**config.mk**
```make
export PLATFORM = sky130hd
export DESIGN_NAME = sparse_matrix_add_sub_merge
export DESIGN_NICKNAME = d
export VERILOG_FILES = /design/src/rtl/smasm_pkg.sv /design/src/rtl/smasm_ctrl.sv /design/src/rtl/smasm_datapath.sv /design/src/rtl/sparse_matrix_add_sub_merge.sv
export VERILOG_INCLUDE_DIRS = /design/src /design/src/rtl
export SDC_FILE = /design/constraint.sdc
export NUM_CORES = 2
export LEC_CHECK = 0
export BUFFER_PORTS_ARGS = -buffer_cell sky130_fd_sc_hd__buf_2
export CAP_MARGIN = 15
export CORE_AREA = 2 2 507 509
export CTS_CLUSTER_SIZE = 40
export DETAILED_ROUTE_END_ITERATION = 16
export DIE_AREA = 0 0 509 511
export PLACE_DENSITY = 0.71
export SYNTH_ARGS = -nofsm -noshare
export SYNTH_HDL_FRONTEND = slang
export SYNTH_SLANG_ARGS = --single-unit
```
**constraint.sdc**
```tcl
create_clock -name i_clk -period 16.15 [get_ports i_clk]
set_clock_uncertainty 0.2 [all_clocks]
set_input_delay 3.23 -clock i_clk [delete_from_list [all_inputs] [get_ports i_clk]]
set_output_delay 3.23 -clock i_clk [all_outputs]
set_load 0.005 [all_outputs]
```
**src/rtl/sparse_matrix_add_sub_merge_macros.svh**
```systemverilog
// Assertion macros shared by the sparse matrix merge block.
`ifndef SPARSE_MATRIX_ADD_SUB_MERGE_MACROS_SVH
`define SPARSE_MATRIX_ADD_SUB_MERGE_MACROS_SVH

// Same-cycle implication, checked outside reset.
`define SMASM_ASSERT_NOW(label, clk, rst_n, ante, cons, msg) \
    label: assert property (@(posedge clk) disable iff (!rst_n) (ante) |-> (cons)) \
        else $error(msg);

// Next-cycle implication, checked outside reset.
`define SMASM_ASSERT_NEXT(label, clk, rst_n, ante, cons, msg) \
    label: assert property (@(posedge clk) disable iff (!rst_n) (ante) |=> (cons)) \
        else $error(msg);

`endif

```
**src/rtl/smasm_pkg.sv**
```systemverilog
// Types and constants shared by the sparse matrix merge block.
`default_nettype none
package smasm_pkg;

    // Field widths of the item and result ports.
    localparam int OP_W     = 2;
    localparam int COORD_W  = 10;
    localparam int VALUE_W  = 32;
    localparam int RESULT_W = 33;

    // Operation codes of an input item.
    localparam logic [OP_W-1:0] OP_APPEND_A = 2'd0;
    localparam logic [OP_W-1:0] OP_APPEND_B = 2'd1;
    localparam logic [OP_W-1:0] OP_RUN      = 2'd2;

    // Controller states.
    typedef enum logic {
        ST_IDLE,
        ST_RUN
    } t_state;

    // Commands from the controller to the datapath.
    typedef struct packed {
        logic append_a;
        logic append_b;
        logic run_start;
        logic step;
        logic finish;
    } t_cmd;

    // Status from the datapath to the controller.
    typedef struct packed {
        logic done;
    } t_sts;

endpackage
`default_nettype wire

```
**src/rtl/smasm_ctrl.sv**
```systemverilog
// Controller state machine for the sparse matrix merge block.
`default_nettype none
module smasm_ctrl (
    input  wire logic                       i_clk,
    input  wire logic                       i_rst_n,
    input  wire logic                       i_start,
    input  wire logic [smasm_pkg::OP_W-1:0] i_operation,
    input  wire smasm_pkg::t_sts            i_sts,
    output smasm_pkg::t_cmd                 o_cmd,
    output logic                            o_busy
);
    import smasm_pkg::*;

    t_state r_state;
    t_state n_state;

    // State register.
    always_ff @(posedge i_clk) begin
        if (!i_rst_n) begin
            r_state <= ST_IDLE;
        end else begin
            r_state <= n_state;
        end
    end

    // Next state and commands. Appends finish in the cycle they are taken.
    always_comb begin
        n_state = r_state;
        o_cmd   = '0;
        case (r_state)
            ST_IDLE: begin
                if (i_start) begin
                    case (i_operation)
                        OP_APPEND_A: o_cmd.append_a = 1'b1;
                        OP_APPEND_B: o_cmd.append_b = 1'b1;
                        OP_RUN: begin
                            o_cmd.run_start = 1'b1;
                            n_state         = ST_RUN;
                        end
                        default: ;
                    endcase
                end
            end
            ST_RUN: begin
                if (i_sts.done) begin
                    o_cmd.finish = 1'b1;
                    n_state      = ST_IDLE;
                end else begin
                    o_cmd.step = 1'b1;
                end
            end
            default: n_state = ST_IDLE;
        endcase
    end

    assign o_busy = (r_state != ST_IDLE);

endmodule
`default_nettype wire

```
**src/rtl/smasm_datapath.sv**
```systemverilog
// Datapath of the sparse matrix merge block: list stores, merge step and result registers.
`default_nettype none
module smasm_datapath #(
    parameter int LIST_DEPTH = 32,
    parameter int CW         = 10
) (
    input  wire logic                           i_clk,
    input  wire logic                           i_rst_n,
    input  wire smasm_pkg::t_cmd                i_cmd,
    output smasm_pkg::t_sts                     o_sts,
    input  wire logic                           i_cfg_wr_en,
    input  wire logic                           i_cfg_wr_data,
    input  wire logic [smasm_pkg::COORD_W-1:0]  i_row,
    input  wire logic [smasm_pkg::COORD_W-1:0]  i_column,
    input  wire logic signed [smasm_pkg::VALUE_W-1:0] i_value,
    output logic                                o_result_valid,
    output logic [smasm_pkg::COORD_W-1:0]       o_out_row,
    output logic [smasm_pkg::COORD_W-1:0]       o_out_column,
    output logic signed [smasm_pkg::RESULT_W-1:0] o_out_value,
    output logic                                o_is_empty,
    output logic                                o_is_last
);
    import smasm_pkg::*;

    localparam int IDX_W = (LIST_DEPTH > 1) ? $clog2(LIST_DEPTH) : 1;
    localparam int CNT_W = $clog2(LIST_DEPTH + 1);
    localparam int ENT_W = 2 * CW + VALUE_W;

    // List stores, one write port and one registered read port each.
    logic [ENT_W-1:0] mem_a [LIST_DEPTH];
    logic [ENT_W-1:0] mem_b [LIST_DEPTH];
    logic [ENT_W-1:0] r_rd_a;
    logic [ENT_W-1:0] r_rd_b;

    logic [CNT_W-1:0] r_cnt_a, r_cnt_b;
    logic [CNT_W-1:0] r_i, r_j, n_i, n_j;
    logic             r_sub;

    // Held-back result, so that the final one can carry the last flag.
    logic                      r_pend_valid;
    logic [CW-1:0]             r_pend_row, r_pend_col;
    logic signed [RESULT_W-1:0] r_pend_val;

    logic                      r_out_valid, r_out_empty, r_out_last;
    logic [CW-1:0]             r_out_row, r_out_col;
    logic signed [RESULT_W-1:0] r_out_val;

    logic [ENT_W-1:0]          wr_entry;
    logic                      a_more, b_more, a_full, b_full;
    logic [CW-1:0]             a_row, a_col, b_row, b_col;
    logic signed [RESULT_W-1:0] a_val, b_val, b_signed, sum;
    logic                      same, a_first;
    logic                      adv_a, adv_b, emit;
    logic [CW-1:0]             e_row, e_col;
    logic signed [RESULT_W-1:0] e_val;

    assign wr_entry = {i_row[CW-1:0], i_column[CW-1:0], i_value};
    assign a_full   = (r_cnt_a >= CNT_W'(LIST_DEPTH));
    assign b_full   = (r_cnt_b >= CNT_W'(LIST_DEPTH));
    assign a_more   = (r_i < r_cnt_a);
    assign b_more   = (r_j < r_cnt_b);
    assign o_sts.done = !a_more && !b_more;

    // Unpack the list heads.
    assign a_row = r_rd_a[ENT_W-1 -: CW];
    assign a_col = r_rd_a[VALUE_W +: CW];
    assign a_val = RESULT_W'(signed'(r_rd_a[VALUE_W-1:0]));
    assign b_row = r_rd_b[ENT_W-1 -: CW];
    assign b_col = r_rd_b[VALUE_W +: CW];
    assign b_val = RESULT_W'(signed'(r_rd_b[VALUE_W-1:0]));

    // One merge step: compare heads in row-major order and pick the result.
    always_comb begin
        same     = ({a_row, a_col} == {b_row, b_col});
        a_first  = ({a_row, a_col} < {b_row, b_col});
        b_signed = r_sub ? -b_val : b_val;
        sum      = a_val + b_signed;
        adv_a    = 1'b0;
        adv_b    = 1'b0;
        emit     = 1'b0;
        e_row    = a_row;
        e_col    = a_col;
        e_val    = a_val;
        if (a_more && b_more) begin
            if (same) begin
                adv_a = 1'b1;
                adv_b = 1'b1;
                emit  = (sum != '0);
                e_val = sum;
            end else if (a_first) begin
                adv_a = 1'b1;
                emit  = 1'b1;
            end else begin
                adv_b = 1'b1;
                emit  = 1'b1;
                e_row = b_row;
                e_col = b_col;
                e_val = b_signed;
            end
        end else if (a_more) begin
            adv_a = 1'b1;
            emit  = 1'b1;
        end else if (b_more) begin
            adv_b = 1'b1;
            emit  = 1'b1;
            e_row = b_row;
            e_col = b_col;
            e_val = b_signed;
        end
    end

    // Next read indexes; the stores read at these so heads track r_i and r_j.
    always_comb begin
        n_i = r_i;
        n_j = r_j;
        if (i_cmd.run_start) begin
            n_i = '0;
            n_j = '0;
        end else if (i_cmd.step) begin
            if (adv_a) n_i = r_i + CNT_W'(1);
            if (adv_b) n_j = r_j + CNT_W'(1);
        end
    end

    // Store writes and reads.
    always_ff @(posedge i_clk) begin
        if (i_cmd.append_a && !a_full) begin
            mem_a[r_cnt_a[IDX_W-1:0]] <= wr_entry;
        end
        r_rd_a <= mem_a[n_i[IDX_W-1:0]];
    end

    always_ff @(posedge i_clk) begin
        if (i_cmd.append_b && !b_full) begin
            mem_b[r_cnt_b[IDX_W-1:0]] <= wr_entry;
        end
        r_rd_b <= mem_b[n_j[IDX_W-1:0]];
    end

    // Control registers: counts, indexes, mode, and valid flags.
    always_ff @(posedge i_clk) begin
        if (!i_rst_n) begin
            r_cnt_a      <= '0;
            r_cnt_b      <= '0;
            r_i          <= '0;
            r_j          <= '0;
            r_sub        <= 1'b0;
            r_pend_valid <= 1'b0;
            r_out_valid  <= 1'b0;
        end else begin
            r_i         <= n_i;
            r_j         <= n_j;
            r_out_valid <= i_cmd.finish || (i_cmd.step && emit && r_pend_valid);
            if (i_cfg_wr_en) r_sub <= i_cfg_wr_data;
            if (i_cmd.append_a && !a_full) r_cnt_a <= r_cnt_a + CNT_W'(1);
            if (i_cmd.append_b && !b_full) r_cnt_b <= r_cnt_b + CNT_W'(1);
            if (i_cmd.run_start) begin
                r_pend_valid <= 1'b0;
            end else if (i_cmd.step && emit) begin
                r_pend_valid <= 1'b1;
            end
        end
    end

    // Result payload: pass on the held result and hold the new one.
    always_ff @(posedge i_clk) begin
        if (i_cmd.step && emit) begin
            r_pend_row  <= e_row;
            r_pend_col  <= e_col;
            r_pend_val  <= e_val;
            r_out_row   <= r_pend_row;
            r_out_col   <= r_pend_col;
            r_out_val   <= r_pend_val;
            r_out_empty <= 1'b0;
            r_out_last  <= 1'b0;
        end else if (i_cmd.finish) begin
            r_out_last <= 1'b1;
            if (r_pend_valid) begin
                r_out_row   <= r_pend_row;
                r_out_col   <= r_pend_col;
                r_out_val   <= r_pend_val;
                r_out_empty <= 1'b0;
            end else begin
                r_out_row   <= '0;
                r_out_col   <= '0;
                r_out_val   <= '0;
                r_out_empty <= 1'b1;
            end
        end
    end

    assign o_result_valid = r_out_valid;
    assign o_out_row      = COORD_W'(r_out_row);
    assign o_out_column   = COORD_W'(r_out_col);
    assign o_out_value    = r_out_val;
    assign o_is_empty     = r_out_empty;
    assign o_is_last      = r_out_last;

endmodule
`default_nettype wire

```
**src/rtl/sparse_matrix_add_sub_merge.sv**
```systemverilog
// Top level of the sparse matrix add/subtract coordinate-list merge block.
// Usage: an append item (start with operation 0 or 1) stores one entry, or is
// dropped if its list is full, and busy stays low, so appends can follow every
// cycle. A run item raises busy; the block fetches the list heads, then runs
// the merge steps (a step consumes one entry of either list or one of each),
// then flushes. Each result is held back until the next one or the flush, so
// results leave one per cycle at most, each on the outputs for exactly one
// cycle with o_result_valid; the receiver cannot stall, so it must take every transfer.
// The last transfer of a run carries o_is_last and busy is already low then.
// No clearing pass follows reset; subtract mode may be written while idle.
`default_nettype none
module sparse_matrix_add_sub_merge #(
    parameter int LIST_DEPTH = 32,
    parameter int COORD_BITS = 10
) (
    input  wire logic                                   i_clk,
    input  wire logic                                   i_rst_n,
    input  wire logic                                   start,
    output logic                                        busy,
    input  wire logic [smasm_pkg::OP_W-1:0]             i_operation,
    input  wire logic [smasm_pkg::COORD_W-1:0]          i_row,
    input  wire logic [smasm_pkg::COORD_W-1:0]          i_column,
    input  wire logic signed [smasm_pkg::VALUE_W-1:0]   i_value,
    input  wire logic                                   i_cfg_wr_en,
    input  wire logic                                   i_cfg_wr_data,
    output logic                                        o_result_valid,
    output logic [smasm_pkg::COORD_W-1:0]               o_out_row,
    output logic [smasm_pkg::COORD_W-1:0]               o_out_column,
    output logic signed [smasm_pkg::RESULT_W-1:0]       o_out_value,
    output logic                                        o_is_empty,
    output logic                                        o_is_last
);
    import smasm_pkg::*;

`include "sparse_matrix_add_sub_merge_macros.svh"

    // Stored coordinate width: only the low CW bits (COORD_BITS, capped at COORD_W) of a port are kept.
    localparam int CW = (COORD_BITS < COORD_W) ? COORD_BITS : COORD_W;

    t_cmd cmd;
    t_sts sts;

    // Controller.
    smasm_ctrl u_ctrl (
        .i_clk       (i_clk),
        .i_rst_n     (i_rst_n),
        .i_start     (start),
        .i_operation (i_operation),
        .i_sts       (sts),
        .o_cmd       (cmd),
        .o_busy      (busy)
    );

    // Datapath.
    smasm_datapath #(
        .LIST_DEPTH (LIST_DEPTH),
        .CW         (CW)
    ) u_datapath (
        .i_clk          (i_clk),
        .i_rst_n        (i_rst_n),
        .i_cmd          (cmd),
        .o_sts          (sts),
        .i_cfg_wr_en    (i_cfg_wr_en),
        .i_cfg_wr_data  (i_cfg_wr_data),
        .i_row          (i_row),
        .i_column       (i_column),
        .i_value        (i_value),
        .o_result_valid (o_result_valid),
        .o_out_row      (o_out_row),
        .o_out_column   (o_out_column),
        .o_out_value    (o_out_value),
        .o_is_empty     (o_is_empty),
        .o_is_last      (o_is_last)
    );

    // An empty marker ends its run and carries zero fields.
    `SMASM_ASSERT_NOW(a_empty_is_last, i_clk, i_rst_n, o_result_valid && o_is_empty, o_is_last && (o_out_value == '0) && (o_out_row == '0) && (o_out_column == '0), "empty marker malformed")
    // The final transfer of a run is delivered after the controller is idle.
    `SMASM_ASSERT_NOW(a_last_when_idle, i_clk, i_rst_n, o_result_valid && o_is_last, !busy, "last result while busy")
    // An accepted run always occupies the block in the next cycle.
    `SMASM_ASSERT_NEXT(a_run_busy, i_clk, i_rst_n, start && !busy && (i_operation == OP_RUN), busy, "run not started")

endmodule
`default_nettype wire

```
==> reports/metrics.csv <==
stage,metric,value,unit
global_routing,grt_use_total,29.9,%
global_routing,grt.busiest_layer,met2,
global_routing,grt_use_met1,39.8,%
setup_path,cp-startpoint,u_datapath.r_rd_a[49]$_DFF_P_,
detailed_routing,drt_iter0_drc,12800,
synthesis,ys_types,68,
floorplanning,initial_utilization,54.7,%
floorplanning,io_pins,116,
detailed_routing,ant_nets,0,
global_routing,grt_pass1_wl,565,mm
sta,grt_setup_unrepaired,no,
sta,tns,0,ns
run_status,outcome,"complete, no violations",
final_layout,drive_above_1_share,11.0,%
sta,finalCritPeriodShare,53.9,%
setup_path,crit_required,16.77,ns
floorplanning,fp-row-count,186,
global_routing,grt_max_degree,182,
synthesis,synth_ff_type,edfxtp_1,
worst_hold_path,hold_class,flop to flop,
floorplanning,dieHeight,511,um
synthesis,async_flop_share,0,%
synthesis,syn_area,140000,um2
placement,gp_congestion,0.888,
clocking,cts_tree,built,
synthesis,synthMuxAreaShare,5.35,%
setup_path,path_cells,"ha_1, nand4_1, nor4_1, and4_1, nor2_1, o21ai_0, nand4_1, nand2_4, buf_12, buf_4, buf_4, mux2i_1, o221a_2, o21bai_1, a2111oi_0",
power,powerDensity,121,nW/um2
synthesis,postSynthAreaPerCell,15.0,um2
clocking,clockBufferDepth,4,
final_layout,area_delta_synth_final,12.4,%
final_layout,final_nets,9595,
setup_path,crit_type,flop to flop,
clocking,clock-root-buffer,clkbuf_16,
clocking,clk_latency,0.98,ns
synthesis,synth_xor_area_share,0.446,%
synthesis,yosys_warnings,0,
clocking,clkSlewWorstSetupHoldPaths,0.06,ns
synthesis,synth_top_family_by_area,simple AND/OR/NAND/NOR gates,
floorplanning,core-area,255000,um2
setup_path,crit_arrival,9.33,ns
setup_path,regToRegStartpoint,u_datapath.r_rd_a[49]$_DFF_P_,
synthesis,synthAdderAreaFrac,0.732,%
setup_path,critical_path.slowest_cell,buf_4,
detailed_routing,wl_per_cell,30.3,um
setup_path,critical_path_peak_fanout,161,
floorplanning,die-area,260000,um2
detailed_routing,drcViolationCount,0,
placement,placement.io_buffers,115,
floorplanning,die_x,509,um
power,total_power,19.0,mW
sta,maxSlewViolCount,0,
sta,fin_crit,8.70,ns
power,p_leak,50.0,nW
global_routing,grt_pass1_vias,82000,
global_routing,gr-total-overflow,0,
synthesis,ys_ff_latch,3568,
sta,hold_viol,0,
detailed_routing,first_pass_iters,6,
detailed_routing,wirelength,398,mm
detailed_routing,via_per_inst,6.53,
setup_path,cpPeakStageDelay,0.86,ns
power,ir_worst_vdd,0.000134,V
sta,worst_pin_slew,1.33,ns
global_routing,grt_util_met2,48.2,%
clocking,numCtsBuffers,363,
sta,fmax,0.115,GHz
setup_path,endpoint_kind,flop,
clocking,post-cts-setup-buffers,0,
worst_hold_path,min_from,u_datapath.o_is_last$_SDFFE_PP0P_,
clocking,cts_resized,0,
global_routing,use_met3,5.40,%
sta,relSlewSlack,11.2,%
clocking,clock-sinks,3568,
setup_path,crit_path_start_kind,flop,
synthesis,netlist_instances,9318,
synthesis,synth-simple-area-share,8.01,%
clocking,h-tree-depth,5,
clocking,hold_buffers,0,
detailed_routing,vias,85800,
placement,place_hpwl,210,mm
synthesis,synth_edf_count,3434,
final_layout,fillers,18100,
synthesis,synth_compound_area_share,7.95,%
job,maxCapViolCount,0,
sta,finalSetupViolations,0,
synthesis,yosysSeqAreaShare,75.8,%
global_routing,antenna_found_initial,24,
synthesis,synth_nets,9458,
==> Yosys cell counts (62+ instances only) <==
library cell	count	area [um2]
nand3_1	413	2070
a32oi_1	360	3150
nor2_1	135	507
dfxtp_1	134	2680
edfxtp_1	3434	103000
ha_1	80	1000
a211oi_1	64	480
nand2_1	2002	7510
mux2i_1	625	6260
a31oi_1	212	1330
o31ai_1	62	465
clkbuf_1	460	1730
a21oi_1	376	1880
o21ai_0	119	596
==> layout by cell type, fill, tap and decap left out, types with 64 or more instances in the layout <==
cell type	instances
nand3_1	411
ha_1	80
clkbuf_16	367
o21ai_0	117
a31oi_1	212
a32oi_1	360
a21oi_1	375
nand2_1	1997
dfxtp_1	134
clkbuf_1	76
nor2_4	68
buf_4	181
edfxtp_1	3434
clkinv_2	66
buf_2	116
a211oi_1	64
mux2i_1	623
nor2_1	67
==> worst max-delay path, delay by kind of cell (launching register included) <==
family                     cells  cell delay, ns
AOI/OAI and AO/OA              4            1.33
buffers and inverters          3            2.32
muxes                          1            0.19
and+or+nand+nor                6            3.16
DFF                            1            0.46
adders and majority gates      1            0.38
==> power by group <==
| part | internal [mW] | switching [mW] | total (mW) |
|---|---|---|---|
| Clock | 4.90 | 3.43 | 8.33 |
| Combinational | 0.115 | 0.342 | 0.457 |
| Sequential | 10.2 | 0.0263 | 10.2 |
==> registers in the layout, indices dropped and copies added, names as in the netlist, 33 cells and up <==
name,flops
u_datapath.mem_a,1664
u_datapath.r_pend_val,33
u_datapath.r_rd_b,52
u_datapath.r_rd_a,52
u_datapath.mem_b,1664
u_datapath.o_out_value,33
==> stage by stage <==
stage / std cells / hold WS (ns) / utilization [%] / worst slack (ns) / area [um2]
5_1_grt: 13100 / 0.311 / 61.4 / 7.26 / 157000
3_3_place_gp: 12400 / 0.279 / 56.6 / 7.18 / 145000
4_1_cts: 13100 / 0.297 / 61.2 / 7.83 / 156000
2_1_floorplan: 9318 / 0.250 / - / 8.96 / 140000
6_report: 13100 / 0.300 / 61.4 / 7.45 / 157000
3_5_place_dp: 12500 / 0.286 / 56.7 / 6.97 / 145000
==> cells by family after synthesis <==
kind of cell,after synthesis
XOR/XNOR,71
AND/OR/NAND/NOR,2721
buffers and inverters,613
multiplexers,681
AO/OA/AOI/OAI,1583
adder cells (fa/ha/maj),81
flip-flops,3568
==> layout make-up <==
class | count | area (um2) | area share, %
repair buffers | 331 | 2620 | 1.67
clock inverters | 180 | 1930 | 1.23
multi-input cells | 5137 | 32200 | 20.5
well taps | 3384 | 4230 | 2.70
diodes | 12 | 30.0 | 0.0191
inverters | 54 | 203 | 0.129
clock buffers | 467 | 9800 | 6.25
flip-flops and latches | 3568 | 106000 | 67.5
==> worst paths after layout <==
path                                                           to  cells past startpoint  slack [ns]
worst max-delay path                u_datapath.r_rd_a[17]$_DFF_P_                     15        7.45
worst min-delay path            u_datapath.o_is_last$_SDFFE_PP0P_                      2        0.30
worst max register to register      u_datapath.r_rd_a[17]$_DFF_P_                     15        7.45
worst min register to register  u_datapath.o_is_last$_SDFFE_PP0P_                      2        0.30
==> layer usage <==
layer  up-vias  wire length (um)
met4         8             20200
met2      5356            190000
met1     43300            144000
met5         -                53
li1      36000                 -
met3      1067             43300
No activity file was read; power rests on OpenSTA's default activity.
